### src/hw/rtl/quad_pair_sat_collision_defines.svh
// Assertion macros shared by the quad pair collision RTL.
// Files that check their own logic include this header; it needs clk and rst_n in scope.
`ifndef QUAD_PAIR_SAT_COLLISION_DEFINES_SVH
`define QUAD_PAIR_SAT_COLLISION_DEFINES_SVH

// Check at every edge outside reset.
`define QPSC_CHECK(label, prop, msg) \
  label: assert property (@(posedge clk) disable iff (!rst_n) prop) else $error(msg);

// Check at every edge, reset included.
`define QPSC_CHECK_RST(label, prop, msg) \
  label: assert property (@(posedge clk) prop) else $error(msg);

`endif

### src/hw/rtl/qpsc_pkg.sv
// Shared types and constants for the quad pair separating-axis collision block.
// No dependencies; used by qpsc_front, qpsc_engine and the top level.
package qpsc_pkg;

  localparam int COORD_W_DEF = 24;
  localparam int GAIN_W      = 16;
  localparam logic [GAIN_W-1:0] GAIN_RESET = 16'd19661;
  localparam logic [2:0] TRIG_SLOT = 3'd7;
  localparam int FIFO_DEPTH  = 4;

  localparam int MUL_A_W = 35;
  localparam int MUL_B_W = 33;
  localparam int NORM_W  = 18;
  localparam int MAG_W   = 31;
  localparam int ROOT_W  = 32;

  typedef struct packed {
    logic       trig;
    logic [2:0] slot;
  } qpsc_tag_t;

endpackage

### src/hw/rtl/qpsc_front.sv
// Front end: accepts vertex words, tags the trigger slot and queues them.
// Depends on qpsc_pkg and the assertion macro header.
`include "quad_pair_sat_collision_defines.svh"

module qpsc_front import qpsc_pkg::*; #(
  parameter int COORD_WIDTH = COORD_W_DEF,
  parameter int DEPTH       = FIFO_DEPTH
) (
  input  logic                          clk,
  input  logic                          rst_n,
  input  logic                          in_valid,
  output logic                          in_ready,
  input  logic [2:0]                    in_vertex_slot,
  input  logic signed [COORD_WIDTH-1:0] in_vertex_x,
  input  logic signed [COORD_WIDTH-1:0] in_vertex_y,
  output logic                          q_valid,
  output qpsc_tag_t                     q_tag,
  output logic signed [COORD_WIDTH-1:0] q_x,
  output logic signed [COORD_WIDTH-1:0] q_y,
  input  logic                          q_pop
);

  localparam int PTR_W = $clog2(DEPTH);
  localparam int CNT_W = PTR_W + 1;

  qpsc_tag_t                     tag_mem_r [DEPTH];
  logic signed [COORD_WIDTH-1:0] x_mem_r   [DEPTH];
  logic signed [COORD_WIDTH-1:0] y_mem_r   [DEPTH];
  logic [PTR_W-1:0]              wr_ptr_r, rd_ptr_r;
  logic [CNT_W-1:0]              cnt_r;
  logic                          push, pop;
  qpsc_tag_t                     in_tag;

  assign in_ready = (cnt_r < CNT_W'(DEPTH));
  assign push     = in_valid && in_ready;
  assign q_valid  = (cnt_r != '0);
  assign pop      = q_pop && q_valid;

  assign in_tag.trig = (in_vertex_slot == TRIG_SLOT);
  assign in_tag.slot = in_vertex_slot;

  assign q_tag = tag_mem_r[rd_ptr_r];
  assign q_x   = x_mem_r[rd_ptr_r];
  assign q_y   = y_mem_r[rd_ptr_r];

  always_ff @(posedge clk) begin
    if (!rst_n) begin
      wr_ptr_r <= '0;
      rd_ptr_r <= '0;
      cnt_r    <= '0;
    end else begin
      if (push) begin
        wr_ptr_r <= wr_ptr_r + 1'b1;
      end
      if (pop) begin
        rd_ptr_r <= rd_ptr_r + 1'b1;
      end
      if (push && !pop) begin
        cnt_r <= cnt_r + 1'b1;
      end else if (pop && !push) begin
        cnt_r <= cnt_r - 1'b1;
      end
    end
  end

  always_ff @(posedge clk) begin
    if (push) begin
      tag_mem_r[wr_ptr_r] <= in_tag;
      x_mem_r[wr_ptr_r]   <= in_vertex_x;
      y_mem_r[wr_ptr_r]   <= in_vertex_y;
    end
  end

  `QPSC_CHECK(a_fifo_fill, (push && !pop) |=> (cnt_r == $past(cnt_r) + 1'b1), "queue fill lost")
  `QPSC_CHECK(a_fifo_drain, (pop && !push) |=> (cnt_r == $past(cnt_r) - 1'b1), "queue drain lost")
  `QPSC_CHECK(a_pop_nonempty, q_pop |-> q_valid, "pop from empty queue")

endmodule

### config.mk
export PLATFORM = sky130hd
export DESIGN_NAME = qpsc_front
export DESIGN_NICKNAME = d
export VERILOG_FILES = /design/src/hw/rtl/qpsc_pkg.sv /design/src/hw/rtl/qpsc_front.sv
export VERILOG_INCLUDE_DIRS = /design/src /design/src/hw/rtl
export SDC_FILE = /design/constraint.sdc
export NUM_CORES = 1
export LEC_CHECK = 0
export BUFFER_PORTS_ARGS = -buffer_cell sky130_fd_sc_hd__buf_2
export CAP_MARGIN = 0
export CORE_MARGIN = 5
export CORE_UTILIZATION = 45
export CTS_CLUSTER_SIZE = 16
export DETAILED_ROUTE_END_ITERATION = 8
export HOLD_SLACK_MARGIN = 0.05
export PLACE_DENSITY_LB_ADDON = 0.25
export SYNTH_ARGS = -nofsm -noshare
export SYNTH_HDL_FRONTEND = slang
export SYNTH_SLANG_ARGS = --single-unit
### constraint.sdc
create_clock -name clk -period 3.7 [get_ports clk]
set_input_delay 0.74 -clock clk [delete_from_list [all_inputs] [get_ports clk]]
set_output_delay 0.74 -clock clk [all_outputs]
set_load 0.05 [all_outputs]
==> run metrics, run 1 <==
synth warn 0; die area 0.0207 mm^2; DR DRC count 0; Worst EP arrival 2.33 ns; Nets 509; GPL Wtd Cong 0.709; Hold Path End y_mem_r[2][9]; Leakage Power 3.25 nW; Critical Path Fanout Max 30; PortBufs 108; Comb pwr share 30.1%; chip height 144 um; overall power 7.76 mW; minimum clock period 3.07 ns; Final Skew 0.00699 ns; Antenna Cells 0; Rel. slew slack 56.6%; # H-tree levels 1; crit end category output port; clock-pin slew on the worst setup and hold paths 0.06 ns; Final Cycle Share 83.1%; final setup margin 0.627 ns; drt via density 5.21; Mapped Avg Cell Area 25.3 um^2; # Max-Cap Violations 0; Worst Max-Slew Pin Slew 0.651 ns; P&R area growth vs syn 19.3%; final hold viol count 0; row count 49; antenna violations before repair 1; reg2reg path depth 7; post-synthesis cell type count 22; CP cell instances buf_12 -> mux4_1 -> buf_2; clock share of power 29.1%; R2R Path Start cnt_r[2]; final max-slew violation count 0; Clock Sinks 217; unrepaired setup endpoints after global routing false; hold_ws 0.463 ns; CTS resizes 0; num ports 109; gr usage total 14.0%; nature of the critical path startpoint register; Switching Fraction 33.4%; Final Cell Area 0.00961 mm^2; peak supply drop 0.435 mV; Internal Power 5.17 mW; worst hold path depth 1; final WL 14.2 mm; register area share after synthesis 79.8%; worst setup path category register to output port; CTS buffer count 22; vias 3,604; core area 0.0178 mm^2; Setup TNS 0 ns; status complete, no violations; cells after synthesis 318; R2R Path End cnt_r[2]; DP HPWL 8.71 mm; hold path start in_vertex_y[9]; worst-skew pair later-pin latency 0.49 ns; hold_buf cts 0; Slowest cell on crit path dfxtp_4; WP data required 2.96 ns; first-pass GRT wire length 22.1 mm; layout cells sized above 1 44.9%; Pwr Density 807 mW/mm^2; flops & latches, synth 217; # Post-CTS Setup Buffers 0; Net Count, Synth 379; Clock Tree Root clkbuf_16; r2r setup slk 1.40 ns; Sequential Power Share 40.8%; pin count of the biggest net entering global routing 33; Overflow after GRT 0; post-route ant nets 0; DR WL/cell 20.5 um; slowest stage delay, CP 0.66 ns; placed cell areas 0.00887 mm^2; f_max 325 MHz; endpoints failing setup 0; initial DRC count 190; vias in the first global route 3,915; Chip Width 144 um; Cell Area, Synth 0.00806 mm^2; Place WS 0.950 ns; Initial Util 45.3%; CTS tree built; NetSw 2.59 mW; Worst Hold Class input pin to register; drt pass-1 iters 4; CTS Buffer Depth 3
## cell usage after synthesis
master	count	share of area (%)
a21boi_0	1	0.093
and3_1	1	0.078
buf_2	6	0.37
clkbuf_1	1	0.047
buf_12	5	1.2
ha_1	5	0.78
nor2b_1	3	0.23
edfxtp_1	208	78
o311ai_2	1	0.20
fa_1	1	0.25
o31ai_4	1	0.26
and2_1	9	0.70
xnor2_1	4	0.43
mux2i_1	2	0.25
or3_1	2	0.16
mux4_1	2	0.65
o21ai_0	1	0.062
inv_1	4	0.19
dfxtp_1	9	2.2
buf_6	1	0.14
mux4_2	50	14
xor2_1	1	0.11
## critical path: cells and delay by family, from the launching register on
| kind | cells | cell delay (ns) |
|---|---|---|
| flip-flops | 1 | 0.66 |
| multiplexers | 1 | 0.61 |
| buffers and inverters | 2 | 0.55 |
## through the flow
stage | utilization (%) | std cells
global route | 54.1 | 692
finish | 54.1 | 692
floorplan | - | 318
detailed placement | 49.9 | 653
global placement | 49.9 | 653
CTS | 54.1 | 692
## layout make-up
cell class | instances | area (um^2)
clock inverters | 12 | 155
fillers | 1418 | 8170
repair buffers | 119 | 661
clock buffers | 27 | 591
well taps | 229 | 287
inverters | 4 | 15.0
flip-flops and latches | 217 | 6430
multi-input cells | 84 | 1470
## registers in the layout, summed over array words and instances, names as in the netlist, named ones only
register	count
x_mem_r	96
cnt_r	3
rd_ptr_r	2
wr_ptr_r	2
y_mem_r	96
tag_mem_r	16
## power by group through the flow
stage / Combinational, mW / Sequential (mW) / Clock (mW)
finish: 2.34 / 3.17 / 2.26
detailed placement: 2.38 / 3.23 / 0
floorplan: 2.01 / 3.12 / 0
global route: 2.47 / 3.21 / 2.42
global placement: 2.37 / 3.21 / 0
CTS: 2.38 / 3.18 / 2.31
## cells in the final DEF (no fill, tap or decap), types with 5 or more instances in the layout
cell type and n:
and2_1 5, buf_2 108, buf_4 8, clkbuf_16 23
dfxtp_1 7, edfxtp_1 208, ha_1 5, mux4_2 50
## routing by layer
metal  share of wire [%]  vias up  track usage [%]
li1                    -     1605                -
met1                  42     1888             18.7
met5               0.049        -                0
met4                 1.7        2             3.62
met3                 5.7       27             3.46
met2                  51       82             23.2
## worst max-delay path by stage
stage               startpoint              end  slack [ns]  cells after the start
floorplan             in_valid  tag_mem_r[0][0]        1.02                      3
global placement      register          q_x[23]        1.05                      3
detailed placement    in_valid         cnt_r[2]        0.95                      8
CTS                   register          q_x[23]        0.54                      3
global route          register          q_x[23]        0.43                      3
finish                register          q_x[23]        0.63                      3
## kinds of logic after synthesis
kind of cell,count (synthesis),share of synthesized area (%)
AND/OR/NAND/NOR,15,1.16
flip-flops,217,79.8
XOR/XNOR,5,0.544
buffers and inverters,17,1.99
AO/OA/AOI/OAI,4,0.621
adder cells (fa/ha/maj),6,1.03
multiplexers,54,14.9
No activity file was read; power rests on OpenSTA's default activity.
==> inputs of run 2 (changes only) <==
Settings changed: ABC_AREA set to 1.
Clock period 3.7 ns to 3 ns, I/O delays scaled along.
==> run metrics, run 2 <==
Cell Area, Synth 0.00873 mm^2; Final Skew 0.0128 ns; crit end category output port; count leader, synth edfxtp_1; Clock Sinks 217; num ports 109; unrepaired setup endpoints after global routing false; Critical Path Fanout Max 52; Worst Hold Class input pin to register; DR DRC count 0; biggest regs x_mem_r: 96 flops, y_mem_r: 96 flops, tag_mem_r: 16 flops; Rel. slew slack 56.7%; minimum clock period 2.69 ns; initial DRC count 282; PortBufs 108; GPL Wtd Cong 0.723; area taken by multi-input logic gates 0.00203 mm^2; final hold viol count 0; final max-slew violation count 0; Core Util, Final 53.1%; first-pass GRT wire length 27.4 mm; Initial Util 45.3%; chip height 149 um; flops & latches, synth 217; worst setup path category register to output port; # Post-CTS Setup Buffers 0; slowest stage delay, CP 0.46 ns; nature of the critical path startpoint register; Final Cell Area 0.0102 mm^2; worst-skew pair later-pin latency 0.49 ns; overall power 9.60 mW; post-synth top area share 71.6%; Setup TNS 0 ns; Non-Filler Instances 965; hold_ws 0.326 ns; peak supply drop 0.457 mV; FF/Latch Area 0.00643 mm^2; post-synthesis cell type count 23; area leader, netlist edfxtp_1; Final Cycle Share 89.7%; antenna violations before repair 4; Slowest cell on crit path buf_4; Nets 743; DR WL/cell 18.3 um; WP data required 2.40 ns; Synth area leaders edfxtp_1 72%, o22ai_2 5.4%, o21ai_0 5.4%; layout cells sized above 1 34.5%; row count 51; cells after synthesis 566; CTS Buffer Depth 3; DP HPWL 10.5 mm; P&R area growth vs syn 17.3%; commonest non-fill, non-tap cells in the layout 208 x edfxtp_1, 108 x buf_2, 94 x o21ai_0, 69 x nor2_1, 42 x nor2_4; endpoints failing setup 0; final WL 17.6 mm; placed cell areas 0.00955 mm^2; ys flop type edfxtp_1; die area 0.0223 mm^2; Clock Tree Root clkbuf_16; FFs w/ async S/R, synth 0%; Net Count, Synth 627; fill count 1,617; # Max-Cap Violations 0; vias 4,970; Overflow after GRT 0; synth warn 0; Worst EP arrival 2.09 ns; final setup margin 0.309 ns; clock-pin slew on the worst setup and hold paths 0.06 ns; core area 0.0193 mm^2; Chip Width 149 um; Top Family by Delay on Critical Path buffers and inverters; Bufs and invs on worst path 2; gr usage total 15.7%; drt via density 5.15; CTS resizes 0; f_max 372 MHz; register area share after synthesis 73.6%; status complete, no violations; Mapped Avg Cell Area 15.4 um^2; Post-synth EDFFs 208; Leakage Power 3.51 nW; Worst Max-Slew Pin Slew 0.650 ns; Pwr Density 938 mW/mm^2; Synth top cells by count 208 x edfxtp_1, 94 x o21ai_0, 73 x nor2_1; CP cell instances buf_4 -> o21ai_0 -> o22ai_2 -> buf_2; CTS buffer count 22; most common cell after layout, fill and taps aside edfxtp_1; r2r setup slk 1.05 ns; post-route ant nets 0; pin count of the biggest net entering global routing 57; # H-tree levels 1; CTS tree built; drt pass-1 iters 4; Placed Cells 923; Place WS 0.778 ns; vias in the first global route 5,121; hold_buf cts 0
[run 2: cell types whose count changed after synthesis, sizes merged, moves of 8 or more]
| cell | previous run | this run |
|---|---|---|
| nor2 | 0 | 113 |
| o21ai | 1 | 108 |
| mux4 | 52 | 0 |
| o22ai | 0 | 52 |
| nand2 | 0 | 12 |
| clkbuf | 1 | 12 |
| inv | 4 | 15 |
| and2 | 9 | 0 |
| buf | 12 | 20 |
[run 2: path summary, 6_finish.rpt]
path | end | cells after the start | startpoint
min | x_mem_r[2][12] | 1 | in_vertex_x[12]
max | q_tag[2] | 4 | register
min reg2reg | register | 2 | rd_ptr_r[1]
max reg2reg | cnt_r[2] | 12 | cnt_r[2]
[run 2: routing by layer]
layer	wire [um]	track usage [%]	vias to the layer above
met5	21	0	-
met1	7330	19.7	2455
met2	8940	26.9	124
met3	955	3.40	34
li1	-	-	2353
met4	381	5.77	4
[run 2: layout make-up]
cell class	instances	area share (%)
antenna	2	0.0489
clock buffer	29	5.84
timing repair buffer	124	6.82
multi-input combinational	301	19.8
inverter	16	0.648
sequential	217	62.8
clock inverter	11	0.770
tap	265	3.24
[run 2: cell families after synthesis]
kind of cell | Yosys count | synth area share, %
AOI/OAI and AO/OA | 166 | 13.0
and+or+nand+nor | 129 | 8.95
adders and majority gates | 6 | 0.946
buffers and inverters | 48 | 3.47
DFF | 217 | 73.6
[run 2: power by group]
group          switching [mW]  total (mW)  internal (mW)
clock network            1.05        2.54           1.49
registers              0.0925        3.77           3.68
logic                    2.52        3.30          0.778
total                    3.66        9.60           5.94
==> inputs of run 3 (changes only) <==
Settings changed: CORE_UTILIZATION 45 to 40.
==> run metrics, run 3 (synthesized netlist as in run 2, its figures left out) <==
core area 0.0216 mm^2; post-route ant nets 0; overall power 9.72 mW; Nets 742; layout cells sized above 1 34.4%; most common cell after layout, fill and taps aside edfxtp_1; drt via density 5.09; final max-slew violation count 0; final WL 17.8 mm; status complete, no violations; DR DRC count 0; Worst Max-Slew Pin Slew 0.726 ns; Worst EP arrival 2.21 ns; PortBufs 108; Critical Path Fanout Max 42; CP cell instances clkinv_2 -> buf_4 -> o21ai_0 -> o22ai_2 -> buf_2; CTS buffer count 23; endpoints failing setup 0; num ports 109; Chip Width 158 um; DP HPWL 10.6 mm; Bufs and invs on worst path 3; nature of the critical path startpoint register; GPL Wtd Cong 0.723; area taken by multi-input logic gates 0.00203 mm^2; final hold viol count 0; # Max-Cap Violations 0; CTS tree built; unrepaired setup endpoints after global routing false; Final Cycle Share 93.7%; Rel. slew slack 51.5%; fill count 1,895; f_max 356 MHz; die area 0.0249 mm^2; CTS Buffer Depth 3; Final Skew 0.00938 ns; Worst Hold Class input pin to register; row count 54; commonest non-fill, non-tap cells in the layout 208 x edfxtp_1, 108 x buf_2, 94 x o21ai_0, 69 x nor2_1, 42 x nor2_4; chip height 158 um; Slowest cell on crit path clkinv_2; pin count of the biggest net entering global routing 87; WP data required 2.40 ns; crit end category output port; Antenna Cells 0; Top Family by Delay on Critical Path buffers and inverters; antenna violations before repair 3; worst setup path category register to output port; Pwr Density 943 mW/mm^2; Leakage Power 3.52 nW; Clock Sinks 217; Setup TNS 0 ns; # Post-CTS Setup Buffers 0; first-pass GRT wire length 27.3 mm; FF/Latch Area 0.00643 mm^2; # H-tree levels 1; vias in the first global route 5,193; Core Util, Final 47.7%; P&R area growth vs syn 18.1%; clock-pin slew on the worst setup and hold paths 0.06 ns; worst-skew pair later-pin latency 0.49 ns; peak supply drop 0.659 mV; minimum clock period 2.81 ns; initial DRC count 216; DR WL/cell 18.2 um; hold_ws 0.315 ns; vias 4,971; CTS resizes 0; biggest regs x_mem_r: 96 flops, y_mem_r: 96 flops, tag_mem_r: 16 flops; Overflow after GRT 0; gr usage total 14.1%; Initial Util 40.4%; drt pass-1 iters 5; slowest stage delay, CP 0.56 ns; Clock Tree Root clkbuf_16; hold_buf cts 0
[run 3: final cells by class]
class / count / share of cell area [%]
Sequential cell: 217 / 62.4
Clock buffer: 30 / 5.84
Tap cell: 280 / 3.40
Multi-Input combinational cell: 301 / 19.7
Timing Repair Buffer: 122 / 6.99
Clock inverter: 11 / 1.04
Inverter: 16 / 0.644
[run 3: layer usage]
layer / routed length, um / global-route usage, % / up-vias
met3: 1010 / 3.06 / 38
met2: 8710 / 24.0 / 124
met5: 32 / 0 / -
met4: 399 / 4.14 / 6
met1: 7620 / 18.1 / 2460
li1: - / - / 2343
[run 3: worst paths after layout]
path | end | slack (ns) | cells after the start | from
setup / recovery | q_x[6] | 0.19 | 5 | register
hold / removal | y_mem_r[0][5] | 0.31 | 1 | in_vertex_y[5]
setup reg to reg | cnt_r[2] | 1.00 | 12 | cnt_r[2]
hold reg to reg | rd_ptr_r[0] | 0.50 | 2 | rd_ptr_r[0]
[run 3: power breakdown]
part	switching [mW]	leakage, nW	total (mW)	internal [mW]
sequential	0.112	1.98	3.79	3.68
combinational	2.50	1.20	3.29	0.791
clock	1.06	0.343	2.64	1.58
[run 3: through the flow]
step                      area [um^2]  instances  setup slack [ns]
after CTS                       10300        977             0.132
after global routing            10300        977            0.0377
after detailed placement         9600        936             0.674
after global placement           9600        936             0.723
final                           10300        977             0.189
after floorplan                  8730        566            -0.612
